File: config.mk
export PLATFORM = sky130hd
export DESIGN_NAME = crc_framed_packet_receiver_flat
export DESIGN_NICKNAME = d
export VERILOG_FILES = /design/src/crcfr_pkg.sv /design/src/crcfr_if.sv /design/src/crcfr_front.sv /design/src/crcfr_queue.sv /design/src/crcfr_back.sv /design/src/crc_framed_packet_receiver.sv /design/src/flat_wrapper.sv
export VERILOG_INCLUDE_DIRS = /design/src /design/src/src
export SDC_FILE = /design/constraint.sdc
export NUM_CORES = 2
export LEC_CHECK = 0
export BUFFER_PORTS_ARGS = -buffer_cell sky130_fd_sc_hd__buf_2
export CAP_MARGIN = 30
export CORE_MARGIN = 4
export CORE_UTILIZATION = 25
export CTS_CLUSTER_DIAMETER = 60
export DETAILED_ROUTE_END_ITERATION = 16
export PLACE_DENSITY = 0.39
export SYNTH_ARGS = -nofsm -noshare
export SYNTH_HDL_FRONTEND = slang
export SYNTH_SLANG_ARGS = --single-unit
File: constraint.sdc
create_clock -name clk -period 17.7 [get_ports clk]
set_input_delay 0 -clock clk [delete_from_list [all_inputs] [get_ports clk]]
set_output_delay 0 -clock clk [all_outputs]
set_load 0.05 [all_outputs]
File: src/assert_macros.svh
// Assertion helpers for the top-level RTL file.
`ifndef ASSERT_MACROS_SVH
`define ASSERT_MACROS_SVH

// Same-cycle implication, checked out of reset.
`define CHK_IMPL(name, ante, cons) \
  name: assert property (@(posedge clk) disable iff (rst) (ante) |-> (cons)) \
    else $error("implication check failed");

// Next-cycle implication, checked out of reset.
`define CHK_NEXT(name, ante, cons) \
  name: assert property (@(posedge clk) disable iff (rst) (ante) |=> (cons)) \
    else $error("next-cycle check failed");

`endif

File: src/crcfr_pkg.sv
`timescale 1ns / 1ps
package crcfr_pkg;

  localparam int FRAME_LEN    = 256;
  localparam int ADDR_W       = $clog2(FRAME_LEN);
  localparam int POS_W        = ADDR_W + 1;
  localparam int MAX_DATA_DEF = 248;
  localparam int UIO_LEN_DEF  = 8;
  localparam int BEAT_BYTES   = 8;
  localparam int Q_DEPTH      = 4;
  localparam int Q_PTR_W      = $clog2(Q_DEPTH);

  localparam logic [7:0]  SYNC_START = 8'h55;
  localparam logic [7:0]  SYNC_STOP  = 8'hAA;
  localparam logic [15:0] CRC_INIT   = 16'hEF4A;
  localparam logic [15:0] CRC_POLY   = 16'h1021;
  localparam logic [7:0]  TYPE_METRIC = 8'd1;
  localparam logic [7:0]  TYPE_UIO    = 8'd2;

  // Header, data, CRC and stop byte positions inside the window
  localparam logic [POS_W-1:0] POS_SYNC   = 9'd0;
  localparam logic [POS_W-1:0] POS_SLOT   = 9'd1;
  localparam logic [POS_W-1:0] POS_TYPE   = 9'd2;
  localparam logic [POS_W-1:0] POS_LEN_LO = 9'd3;
  localparam logic [POS_W-1:0] POS_LEN_HI = 9'd4;
  localparam logic [POS_W-1:0] POS_DATA   = 9'd5;
  localparam logic [POS_W-1:0] POS_CRC_LO = 9'd253;
  localparam logic [POS_W-1:0] POS_CRC_HI = 9'd254;
  localparam logic [POS_W-1:0] POS_STOP   = 9'd255;
  localparam logic [POS_W-1:0] POS_END    = 9'd256;

  // Register indexes
  localparam logic CFG_SIGNAL_EN = 1'b0;
  localparam logic CFG_UIO_EN    = 1'b1;

  typedef struct packed {
    logic        sig_en;
    logic        uio_en;
  } cfg_t;

  typedef struct packed {
    logic        full;
    logic        empty;
  } queue_stat_t;

  typedef struct packed {
    logic [7:0]  slot_number;
    logic [1:0]  frame_type;
    logic [7:0]  frame_length;
    logic [63:0] data_word;
    logic [3:0]  bytes_valid;
    logic [4:0]  beat_index;
    logic        last_beat;
  } beat_t;

  typedef enum logic [2:0] {
    S_IDLE, S_HDR0, S_HDR1, S_EVAL, S_CRC, S_DEC, S_DATA, S_PUSH
  } front_state_t;

  // One byte of CRC-16, MSB first
  function automatic logic [15:0] crc_byte(input logic [15:0] c, input logic [7:0] d);
    logic [15:0] r;
    r = c ^ {d, 8'h00};
    for (int b = 0; b < 8; b++) begin
      if (r[15]) r = {r[14:0], 1'b0} ^ CRC_POLY;
      else       r = {r[14:0], 1'b0};
    end
    return r;
  endfunction

endpackage

File: src/crcfr_if.sv
`timescale 1ns / 1ps
interface crcfr_byte_if;
  logic       valid;
  logic       ready;
  logic [7:0] rx_byte;
  modport source (output valid, output rx_byte, input ready);
  modport sink (input valid, input rx_byte, output ready);
endinterface

interface crcfr_beat_if;
  logic        valid;
  logic        ready;
  logic [7:0]  slot_number;
  logic [1:0]  frame_type;
  logic [7:0]  frame_length;
  logic [63:0] data_word;
  logic [3:0]  bytes_valid;
  logic [4:0]  beat_index;
  logic        last_beat;
  modport source (output valid, output slot_number, output frame_type,
                  output frame_length, output data_word, output bytes_valid,
                  output beat_index, output last_beat, input ready);
  modport sink (input valid, input slot_number, input frame_type,
                input frame_length, input data_word, input bytes_valid,
                input beat_index, input last_beat, output ready);
endinterface

File: src/crcfr_front.sv
`timescale 1ns / 1ps
module crcfr_front #(
  parameter int MAX_DATA = crcfr_pkg::MAX_DATA_DEF,
  parameter int UIO_LEN  = crcfr_pkg::UIO_LEN_DEF
) (
  input  logic                clk,
  input  logic                rst,
  crcfr_byte_if.sink          rx,
  input  crcfr_pkg::cfg_t     cfg,
  input  crcfr_pkg::queue_stat_t q_stat,
  output logic                q_push,
  output crcfr_pkg::beat_t    q_data
);

  localparam int AW = crcfr_pkg::ADDR_W;
  localparam int PW = crcfr_pkg::POS_W;
  localparam logic [PW-1:0] BEAT_P = PW'(crcfr_pkg::BEAT_BYTES);

  crcfr_pkg::front_state_t state, state_next;

  logic [7:0]    mem [crcfr_pkg::FRAME_LEN];
  logic [7:0]    rd_data;
  logic [PW-1:0] fill, fill_next;
  logic [AW-1:0] head, head_next;
  logic [PW-1:0] issue_pos, issue_pos_next, issue_end, issue_end_next;
  logic          dv, dv_next;
  logic [PW-1:0] dpos, dpos_next;
  logic [7:0]    sync0, sync0_next, slot, slot_next, ftype, ftype_next, stop, stop_next;
  logic [15:0]   len, len_next, rxcrc, rxcrc_next, crc, crc_next;
  logic [PW-1:0] beat_start, beat_start_next;
  logic [4:0]    bi, bi_next;
  logic [63:0]   word, word_next;

  logic          issuing, bad, emit, wr_en;
  logic [PW-1:0] len9, rem, rem_rest, lane_pos;
  logic [3:0]    nvalid;
  logic          last;

  assign issuing  = (issue_pos != issue_end);
  assign len9     = len[PW-1:0];
  assign rem      = len9 - beat_start;
  assign rem_rest = rem - BEAT_P;
  assign lane_pos = dpos - crcfr_pkg::POS_DATA;
  assign last     = (rem <= BEAT_P);
  assign nvalid   = last ? rem[3:0] : 4'(crcfr_pkg::BEAT_BYTES);
  assign bad = (sync0 != crcfr_pkg::SYNC_START) || (stop != crcfr_pkg::SYNC_STOP) ||
               (len > 16'(MAX_DATA)) ||
               ((ftype == crcfr_pkg::TYPE_UIO) && (len != 16'(UIO_LEN)));
  assign emit = ((ftype <= crcfr_pkg::TYPE_METRIC) && cfg.sig_en) ||
                ((ftype == crcfr_pkg::TYPE_UIO) && cfg.uio_en);
  assign wr_en = rx.valid && rx.ready;

  // Window memory: one write, one registered read
  always_ff @(posedge clk) begin
    if (wr_en) mem[head + fill[AW-1:0]] <= rx.rx_byte;
    rd_data <= mem[head + issue_pos[AW-1:0]];
  end

  always_ff @(posedge clk) begin
    if (rst) begin
      state <= crcfr_pkg::S_IDLE;
      fill  <= '0;
      head  <= '0;
      dv    <= 1'b0;
      issue_pos <= '0;
      issue_end <= '0;
    end else begin
      state <= state_next;
      fill  <= fill_next;
      head  <= head_next;
      dv    <= dv_next;
      issue_pos <= issue_pos_next;
      issue_end <= issue_end_next;
    end
  end

  always_ff @(posedge clk) begin
    dpos  <= dpos_next;
    sync0 <= sync0_next;
    slot  <= slot_next;
    ftype <= ftype_next;
    stop  <= stop_next;
    len   <= len_next;
    rxcrc <= rxcrc_next;
    crc   <= crc_next;
    beat_start <= beat_start_next;
    bi    <= bi_next;
    word  <= word_next;
  end

  // Beat record for the queue
  always_comb begin
    q_data.slot_number  = slot;
    q_data.frame_type   = ftype[1:0];
    q_data.frame_length = len[7:0];
    q_data.data_word    = word;
    q_data.bytes_valid  = nvalid;
    q_data.beat_index   = bi;
    q_data.last_beat    = last;
  end

  // Sequence the window check and beat assembly
  always_comb begin
    state_next = state;
    fill_next = fill;
    head_next = head;
    issue_pos_next = issue_pos;
    issue_end_next = issue_end;
    dv_next = 1'b0;
    dpos_next = dpos;
    sync0_next = sync0;
    slot_next = slot;
    ftype_next = ftype;
    stop_next = stop;
    len_next = len;
    rxcrc_next = rxcrc;
    crc_next = crc;
    beat_start_next = beat_start;
    bi_next = bi;
    word_next = word;
    rx.ready = 1'b0;
    q_push = 1'b0;

    // advance the read pointer in the reading states
    if ((state == crcfr_pkg::S_HDR0 || state == crcfr_pkg::S_HDR1 ||
         state == crcfr_pkg::S_CRC || state == crcfr_pkg::S_DATA) && issuing) begin
      dv_next = 1'b1;
      dpos_next = issue_pos;
      issue_pos_next = issue_pos + 1'b1;
    end

    case (state)
      crcfr_pkg::S_IDLE: begin
        rx.ready = 1'b1;
        if (rx.valid) begin
          fill_next = fill + 1'b1;
          if (fill == crcfr_pkg::POS_STOP) begin
            state_next = crcfr_pkg::S_HDR0;
            issue_pos_next = crcfr_pkg::POS_SYNC;
            issue_end_next = crcfr_pkg::POS_DATA;
          end
        end
      end
      crcfr_pkg::S_HDR0, crcfr_pkg::S_HDR1: begin
        if (dv) begin
          case (dpos)
            crcfr_pkg::POS_SYNC:   sync0_next = rd_data;
            crcfr_pkg::POS_SLOT:   slot_next = rd_data;
            crcfr_pkg::POS_TYPE:   ftype_next = rd_data;
            crcfr_pkg::POS_LEN_LO: len_next[7:0] = rd_data;
            crcfr_pkg::POS_LEN_HI: len_next[15:8] = rd_data;
            crcfr_pkg::POS_CRC_LO: rxcrc_next[7:0] = rd_data;
            crcfr_pkg::POS_CRC_HI: rxcrc_next[15:8] = rd_data;
            crcfr_pkg::POS_STOP:   stop_next = rd_data;
            default: ;
          endcase
        end
        if (!issuing && !dv) begin
          if (state == crcfr_pkg::S_HDR0) begin
            state_next = crcfr_pkg::S_HDR1;
            issue_pos_next = crcfr_pkg::POS_CRC_LO;
            issue_end_next = crcfr_pkg::POS_END;
          end else begin
            state_next = crcfr_pkg::S_EVAL;
          end
        end
      end
      crcfr_pkg::S_EVAL: begin
        if (bad) begin
          head_next = head + 1'b1;
          fill_next = crcfr_pkg::POS_STOP;
          state_next = crcfr_pkg::S_IDLE;
        end else begin
          crc_next = crcfr_pkg::CRC_INIT;
          issue_pos_next = crcfr_pkg::POS_LEN_LO;
          issue_end_next = crcfr_pkg::POS_DATA + len9;
          state_next = crcfr_pkg::S_CRC;
        end
      end
      crcfr_pkg::S_CRC: begin
        if (dv) crc_next = crcfr_pkg::crc_byte(crc, rd_data);
        if (!issuing && !dv) state_next = crcfr_pkg::S_DEC;
      end
      crcfr_pkg::S_DEC: begin
        if (crc != rxcrc) begin
          head_next = head + 1'b1;
          fill_next = crcfr_pkg::POS_STOP;
          state_next = crcfr_pkg::S_IDLE;
        end else if (!emit) begin
          fill_next = '0;
          state_next = crcfr_pkg::S_IDLE;
        end else begin
          beat_start_next = '0;
          bi_next = '0;
          word_next = '0;
          issue_pos_next = crcfr_pkg::POS_DATA;
          issue_end_next = crcfr_pkg::POS_DATA + ((len9 > BEAT_P) ? BEAT_P : len9);
          state_next = crcfr_pkg::S_DATA;
        end
      end
      crcfr_pkg::S_DATA: begin
        if (dv) word_next[8*lane_pos[2:0] +: 8] = rd_data;
        if (!issuing && !dv) state_next = crcfr_pkg::S_PUSH;
      end
      crcfr_pkg::S_PUSH: begin
        if (!q_stat.full) begin
          q_push = 1'b1;
          if (last) begin
            fill_next = '0;
            state_next = crcfr_pkg::S_IDLE;
          end else begin
            beat_start_next = beat_start + BEAT_P;
            bi_next = bi + 1'b1;
            word_next = '0;
            issue_pos_next = crcfr_pkg::POS_DATA + beat_start + BEAT_P;
            issue_end_next = crcfr_pkg::POS_DATA + beat_start + BEAT_P +
                             ((rem_rest > BEAT_P) ? BEAT_P : rem_rest);
            state_next = crcfr_pkg::S_DATA;
          end
        end
      end
      default: state_next = crcfr_pkg::S_IDLE;
    endcase
  end

endmodule

File: src/crcfr_queue.sv
`timescale 1ns / 1ps
module crcfr_queue (
  input  logic                   clk,
  input  logic                   rst,
  input  logic                   push,
  input  crcfr_pkg::beat_t       push_data,
  input  logic                   pop,
  output crcfr_pkg::beat_t       pop_data,
  output crcfr_pkg::queue_stat_t stat
);

  localparam int PW = crcfr_pkg::Q_PTR_W;

  crcfr_pkg::beat_t slots [crcfr_pkg::Q_DEPTH];
  logic [PW-1:0] wr_ptr, rd_ptr;
  logic [PW:0]   count;

  assign stat.full  = (count == (PW+1)'(crcfr_pkg::Q_DEPTH));
  assign stat.empty = (count == '0);
  assign pop_data   = slots[rd_ptr];

  // Store beat records in arrival order
  always_ff @(posedge clk) begin
    if (push) slots[wr_ptr] <= push_data;
  end

  always_ff @(posedge clk) begin
    if (rst) begin
      wr_ptr <= '0;
      rd_ptr <= '0;
      count  <= '0;
    end else begin
      if (push) wr_ptr <= wr_ptr + 1'b1;
      if (pop)  rd_ptr <= rd_ptr + 1'b1;
      count <= count + (PW+1)'(push) - (PW+1)'(pop);
    end
  end

endmodule

File: src/crcfr_back.sv
`timescale 1ns / 1ps
module crcfr_back (
  input  logic                   clk,
  input  logic                   rst,
  input  crcfr_pkg::queue_stat_t q_stat,
  input  crcfr_pkg::beat_t       q_data,
  output logic                   q_pop,
  crcfr_beat_if.source           tx
);

  crcfr_pkg::beat_t hold;
  logic             full;

  // Load a new beat when the output register is free or being drained
  assign q_pop = !q_stat.empty && (!full || tx.ready);

  always_ff @(posedge clk) begin
    if (rst) begin
      full <= 1'b0;
    end else if (q_pop) begin
      full <= 1'b1;
    end else if (tx.ready) begin
      full <= 1'b0;
    end
  end

  always_ff @(posedge clk) begin
    if (q_pop) hold <= q_data;
  end

  assign tx.valid        = full;
  assign tx.slot_number  = hold.slot_number;
  assign tx.frame_type   = hold.frame_type;
  assign tx.frame_length = hold.frame_length;
  assign tx.data_word    = hold.data_word;
  assign tx.bytes_valid  = hold.bytes_valid;
  assign tx.beat_index   = hold.beat_index;
  assign tx.last_beat    = hold.last_beat;

endmodule

File: src/crc_framed_packet_receiver.sv
`timescale 1ns / 1ps
// Bytes are taken one a cycle until the 256-byte window fills; the window check then
// reads the window memory one byte a cycle, first the header and trailer fields, then the
// length and data bytes for the CRC; the byte input is then ready again on a failed frame.
// An emitted frame is then read out again in beats of 8 bytes, each pushed to the queue.
// Pushed beats pass through a 4-entry queue into the registered output, held until tx.ready.
// Synchronous active-high reset clears the window fill, head, queue and output valid.
`include "assert_macros.svh"
module crc_framed_packet_receiver #(
  parameter int MAX_DATA = crcfr_pkg::MAX_DATA_DEF,
  parameter int UIO_LEN  = crcfr_pkg::UIO_LEN_DEF
) (
  input  logic        clk,
  input  logic        rst,
  crcfr_byte_if.sink  rx,
  crcfr_beat_if.source tx,
  input  logic        cfg_we,
  input  logic        cfg_index,
  input  logic        cfg_data
);

  crcfr_pkg::cfg_t        cfg;
  crcfr_pkg::queue_stat_t q_stat;
  crcfr_pkg::beat_t       push_data, pop_data;
  logic                   q_push, q_pop;

  // Configuration registers
  always_ff @(posedge clk) begin
    if (rst) begin
      cfg.sig_en <= 1'b1;
      cfg.uio_en <= 1'b1;
    end else if (cfg_we) begin
      case (cfg_index)
        crcfr_pkg::CFG_SIGNAL_EN: cfg.sig_en <= cfg_data;
        crcfr_pkg::CFG_UIO_EN:    cfg.uio_en <= cfg_data;
        default: ;
      endcase
    end
  end

  crcfr_front #(.MAX_DATA(MAX_DATA), .UIO_LEN(UIO_LEN)) u_front (
    .clk(clk), .rst(rst), .rx(rx), .cfg(cfg), .q_stat(q_stat),
    .q_push(q_push), .q_data(push_data)
  );

  crcfr_queue u_queue (
    .clk(clk), .rst(rst), .push(q_push), .push_data(push_data),
    .pop(q_pop), .pop_data(pop_data), .stat(q_stat)
  );

  crcfr_back u_back (
    .clk(clk), .rst(rst), .q_stat(q_stat), .q_data(pop_data),
    .q_pop(q_pop), .tx(tx)
  );

  `CHK_IMPL(a_no_overflow, q_push, !q_stat.full)
  `CHK_IMPL(a_no_underflow, q_pop, !q_stat.empty)
  `CHK_NEXT(a_cfg_sig, cfg_we && (cfg_index == crcfr_pkg::CFG_SIGNAL_EN), cfg.sig_en == $past(cfg_data))

endmodule

File: src/flat_wrapper.sv
// flat-port wrapper written by rule: the top's interface ports become plain ports
module crc_framed_packet_receiver_flat 
#(
  parameter int MAX_DATA = crcfr_pkg::MAX_DATA_DEF,
  parameter int UIO_LEN  = crcfr_pkg::UIO_LEN_DEF
)
  (clk, rst, cfg_we, cfg_index, cfg_data, rx_valid, rx_rx_byte, rx_ready, tx_valid, tx_slot_number, tx_frame_type, tx_frame_length, tx_data_word, tx_bytes_valid, tx_beat_index, tx_last_beat, tx_ready);
  crcfr_byte_if rx_i ();
  crcfr_beat_if tx_i ();
  input  logic clk;
  input  logic rst;
  input  logic cfg_we;
  input  logic cfg_index;
  input  logic cfg_data;
  input wire logic [$bits(rx_i.valid)-1:0] rx_valid;
  input wire logic [$bits(rx_i.rx_byte)-1:0] rx_rx_byte;
  output wire logic [$bits(rx_i.ready)-1:0] rx_ready;
  output wire logic [$bits(tx_i.valid)-1:0] tx_valid;
  output wire logic [$bits(tx_i.slot_number)-1:0] tx_slot_number;
  output wire logic [$bits(tx_i.frame_type)-1:0] tx_frame_type;
  output wire logic [$bits(tx_i.frame_length)-1:0] tx_frame_length;
  output wire logic [$bits(tx_i.data_word)-1:0] tx_data_word;
  output wire logic [$bits(tx_i.bytes_valid)-1:0] tx_bytes_valid;
  output wire logic [$bits(tx_i.beat_index)-1:0] tx_beat_index;
  output wire logic [$bits(tx_i.last_beat)-1:0] tx_last_beat;
  input wire logic [$bits(tx_i.ready)-1:0] tx_ready;
  assign rx_i.valid = rx_valid;
  assign rx_i.rx_byte = rx_rx_byte;
  assign rx_ready = rx_i.ready;
  assign tx_valid = tx_i.valid;
  assign tx_slot_number = tx_i.slot_number;
  assign tx_frame_type = tx_i.frame_type;
  assign tx_frame_length = tx_i.frame_length;
  assign tx_data_word = tx_i.data_word;
  assign tx_bytes_valid = tx_i.bytes_valid;
  assign tx_beat_index = tx_i.beat_index;
  assign tx_last_beat = tx_i.last_beat;
  assign tx_i.ready = tx_ready;
  crc_framed_packet_receiver #(.MAX_DATA(MAX_DATA), .UIO_LEN(UIO_LEN)) u_core (.clk(clk), .rst(rst), .rx(rx_i), .tx(tx_i), .cfg_we(cfg_we), .cfg_index(cfg_index), .cfg_data(cfg_data));
endmodule
==> impl_metrics.py <==
metrics = {
    "yosys": {
        "yosys_warnings": 0,
        "async_flop_share": 0,
        "synthesis.area_sq_um": 107000,
        "synthFlopType": "edfxtp_1",
        "ys_top_cells_by_count": "2672 x edfxtp_1, 764 x mux4_2, 279 x nor3_1",
        "synth-edff-count": 2672,
        "yosysUniqueCellTypes": 74,
        "synthMostInstantiatedCell": "edfxtp_1",
        "yosysTopAreaCellShare": 0.750,
        "yosysTopAreaCell": "edfxtp_1",
        "synthCells": 4994,
        "synth_area_leaders": "edfxtp_1 75%, mux4_2 16%, nor3_1 1.3%, dfxtp_1 1.1%, clkbuf_1 0.66%",
        "synth_seq_cells": 2729,
        "avgSynthCellArea_sq_um": 21.4,
        "yosysSeqAreaShare": 0.761,
    },
    "die": {
        "initial_utilization": 0.252,
        "ios": 109,
        "die_area_sq_um": 439000,
        "core-area_sq_um": 425000,
        "rows": 239,
        "die_y_microns": 662,
        "die_w_microns": 662,
    },
    "timing": {
        "post-route-min-period_ns": 7.28,
        "whs_ns": 0.199,
        "fin_crit_sh": 0.411,
        "setup_viol": 0,
        "rsz0062_at_grt": "no",
        "fmax_ghz": 0.137,
        "slew_viol_final": 0,
        "clock_skew_ns": 0.0534,
        "tightest_slew_ns": 1.07,
        "slew_headroom": 0.284,
        "hold_viol_final": 0,
        "fin_setup_tns_ns": 0,
    },
    "cts": {
        "postCtsResizedCells": 0,
        "insertion_delay_ns": 0.94,
        "clock-root-buffer": "clkbuf_16",
        "cts_inserted_buffers": 331,
        "cts_max_path_buffers": 4,
        "clkSlewWorstSetupHoldPaths_ns": 0.06,
        "post_cts_buffers": 0,
        "clock-sinks": 2729,
        "cts_tree": "done",
        "htree_levels": 5,
    },
    "pwr": {
        "swShare": 0.207,
        "leakage_uw": 0.0375,
        "pwr-share-comb": 0.011,
        "clkPwrFrac": 0.483,
        "seq_power_share": 0.506,
        "irDropWorstVdd_uv": 67.1,
        "switching_power_uw": 2900,
        "p_int_uw": 11100,
        "powerDensity_nw_per_um2": 109,
    },
    "setup_path": {
        "timing.rr.start": "u_core.u_front.issue_pos[0]",
        "critPathBufInv": 4,
        "crit_family": "buffers and inverters",
        "critical_path.max_fanout": 120,
        "critical_path_depth": 11,
        "reg2reg_depth": 11,
        "critPathSlowestCell": "fa_4",
        "critPathKind": "flop to flop",
        "crit_chain": "ha_4, fa_4, buf_4, buf_4, buf_12, buf_4, mux4_2, mux4_2, mux4_2, mux2i_1, mux2i_1",
        "r2r_end": "u_core.u_front.rd_data[5]",
        "crit_end": "u_core.u_front.rd_data[5]",
        "critPathCaptureType": "flop",
        "crit_path_start": "u_core.u_front.issue_pos[0]",
        "critPathArrivalTime_ns": 8.04,
        "r2r_setup_slack_ns": 10.42,
        "critPathMaxStageDelay_ns": 1.17,
        "crit_required_ns": 18.47,
        "cp-start-kind": "flop",
    },
    "finish": {
        "final_util": 0.302,
        "syn_to_final_growth_pct": 20.0,
        "nFillCells": 40988,
        "nets": 5605,
        "drive_gt1_frac": 0.313,
        "instances_no_fill": 11472,
    },
    "global_route": {
        "antenna_found_initial": 24,
        "grt_max_degree": 129,
        "overflow": 0,
        "grt_pass1_vias": 54303,
        "grt_usage": 0.136,
        "grt_pass1_wl_microns": 428000,
    },
    "drt": {
        "wl_microns": 303000,
        "avgRoutedWirePerCell_microns": 26.4,
        "dr.pass1.iters": 7,
        "postRouteAntennaNets": 0,
        "route.detailed.drc": 0,
        "drt-initial-drc-count": 4425,
        "vias_per_cell": 4.55,
        "route.vias.total": 52229,
    },
    "place": {
        "io_buffers": 108,
        "gp_congestion": 0.748,
        "dp_hpwl_microns": 182000,
        "place_inst": 10842,
    },
    "status": {
        "status": "completed",
    },
    "job": {
        "max-cap-violations": 0,
    },
    "min_path": {
        "worstHoldPathType": "input port to flop",
    },
}
==> layout make-up <==
class	count	area, sq um	share of cell area
repair buffers	497	4100	0.0319
diodes	6	15.0	0.000117
clock buffers	404	8620	0.0672
multi-input cells	1945	24900	0.194
clock inverters	192	2170	0.0169
inverters	36	135	0.00105
well taps	5663	7090	0.0552
flip-flops and latches	2729	81400	0.634
==> worst reg2reg max path, cell delays in order, from the launching register on <==
cell and delay (ns):
dfxtp_1 0.40, ha_4 0.21, fa_4 1.17, buf_4 0.85
buf_4 0.69, buf_12 0.64, buf_4 1.21, mux4_2 0.47
mux4_2 0.55, mux4_2 0.61, mux2i_1 0.24, mux2i_1 0.09
==> power by group through the flow <==
stage          Clock (uW)  Sequential [uW]  Combinational, uW
2_1_floorplan           0             7210               24.8
3_3_place_gp            0             7210                148
3_5_place_dp            0             7210                154
4_1_cts              6960             7080                158
5_1_grt              7240             7070                166
6_report             6750             7080                151
==> metrics by stage <==
stage / power, uW / setup slack, ns / cell area, sq um
floorplan: 7240 / 8.68 / 107000
global placement: 7360 / 10.39 / 116000
detailed placement: 7370 / 10.36 / 117000
CTS: 14200 / 10.31 / 128000
global route: 14500 / 10.19 / 128000
finish: 14000 / 10.42 / 128000
==> registers in the layout, summed over array words and instances (netlist names), 9 cells and up <==
register,flops
u_core.u_front.issue_end,9
u_core.u_front.rxcrc,16
u_core.u_back.tx.data_word,64
u_core.u_front.issue_pos,9
u_core.u_front.mem,2048
u_core.u_front.dpos,9
u_core.u_front.len,16
u_core.u_front.crc,16
u_core.u_front.word,64
u_core.u_queue.slots,368
u_core.u_front.fill,9
==> worst min-delay path by stage <==
stage | from | endpoint | slack, ns | depth (start not counted)
final | rx_rx_byte[5] | u_core.u_front.mem[126][5] | 0.20 | 2
after global routing | rx_rx_byte[5] | u_core.u_front.mem[125][5] | 0.19 | 2
after CTS | rx_rx_byte[5] | u_core.u_front.mem[235][5] | 0.15 | 2
after detailed placement | cfg_data | u_core.cfg[1] | 0.25 | 3
after global placement | cfg_data | u_core.cfg[1] | 0.24 | 3
after floorplan | rx_rx_byte[0] | u_core.u_front.mem[0][0] | 0.1 | 0
==> cells by family after synthesis <==
family	share of synthesized area
compound gates	0.0132
xor+xnor	0.00900
fa+ha+maj	0.00606
buf+inv	0.0121
flops	0.761
mux	0.164
other cells	0.0000350
simple gates	0.0346
==> cell usage in the layout, fill, tap and decap left out, drive strengths merged, types with 11 or more instances in the layout <==
| master | Yosys | final |
|---|---|---|
| clkinvlp | 0 | 11 |
| dfxtp | 57 | 57 |
| nor4 | 17 | 17 |
| nor2 | 99 | 99 |
| nor3 | 280 | 280 |
| a211oi | 12 | 12 |
| dlygate4sd3 | 0 | 23 |
| and2 | 24 | 24 |
| bufinv | 0 | 33 |
| a31oi | 12 | 12 |
| and3 | 22 | 22 |
| mux2i | 37 | 37 |
| ha | 47 | 47 |
| xnor2 | 63 | 63 |
| mux4 | 764 | 764 |
| nand2 | 159 | 159 |
| clkbuf | 190 | 405 |
| a21oi | 102 | 102 |
| nand4 | 36 | 36 |
| o21ai | 31 | 31 |
| edfxtp | 2672 | 2672 |
| nand3 | 64 | 64 |
| inv | 35 | 65 |
| xor2 | 47 | 47 |
| clkinv | 1 | 119 |
| buf | 96 | 473 |
==> repair_timing <==
| action | 4_1_cts | 5_1_grt |
|---|---|---|
| setup endpoints to repair | 0 | 0 |
| endpoints found under the hold margin | 957 | 0 |
| hold buffers | 23 | 0 |
==> metal layers <==
metal | GRT usage | vias up | routed length, microns
li1 | - | 22105 | -
met1 | 0.187 | 28370 | 134000
met2 | 0.226 | 1331 | 147000
met3 | 0.0200 | 421 | 14900
met4 | 0.0324 | 2 | 6950
met5 | 0 | - | 13
(Power assumes the default switching activity.)
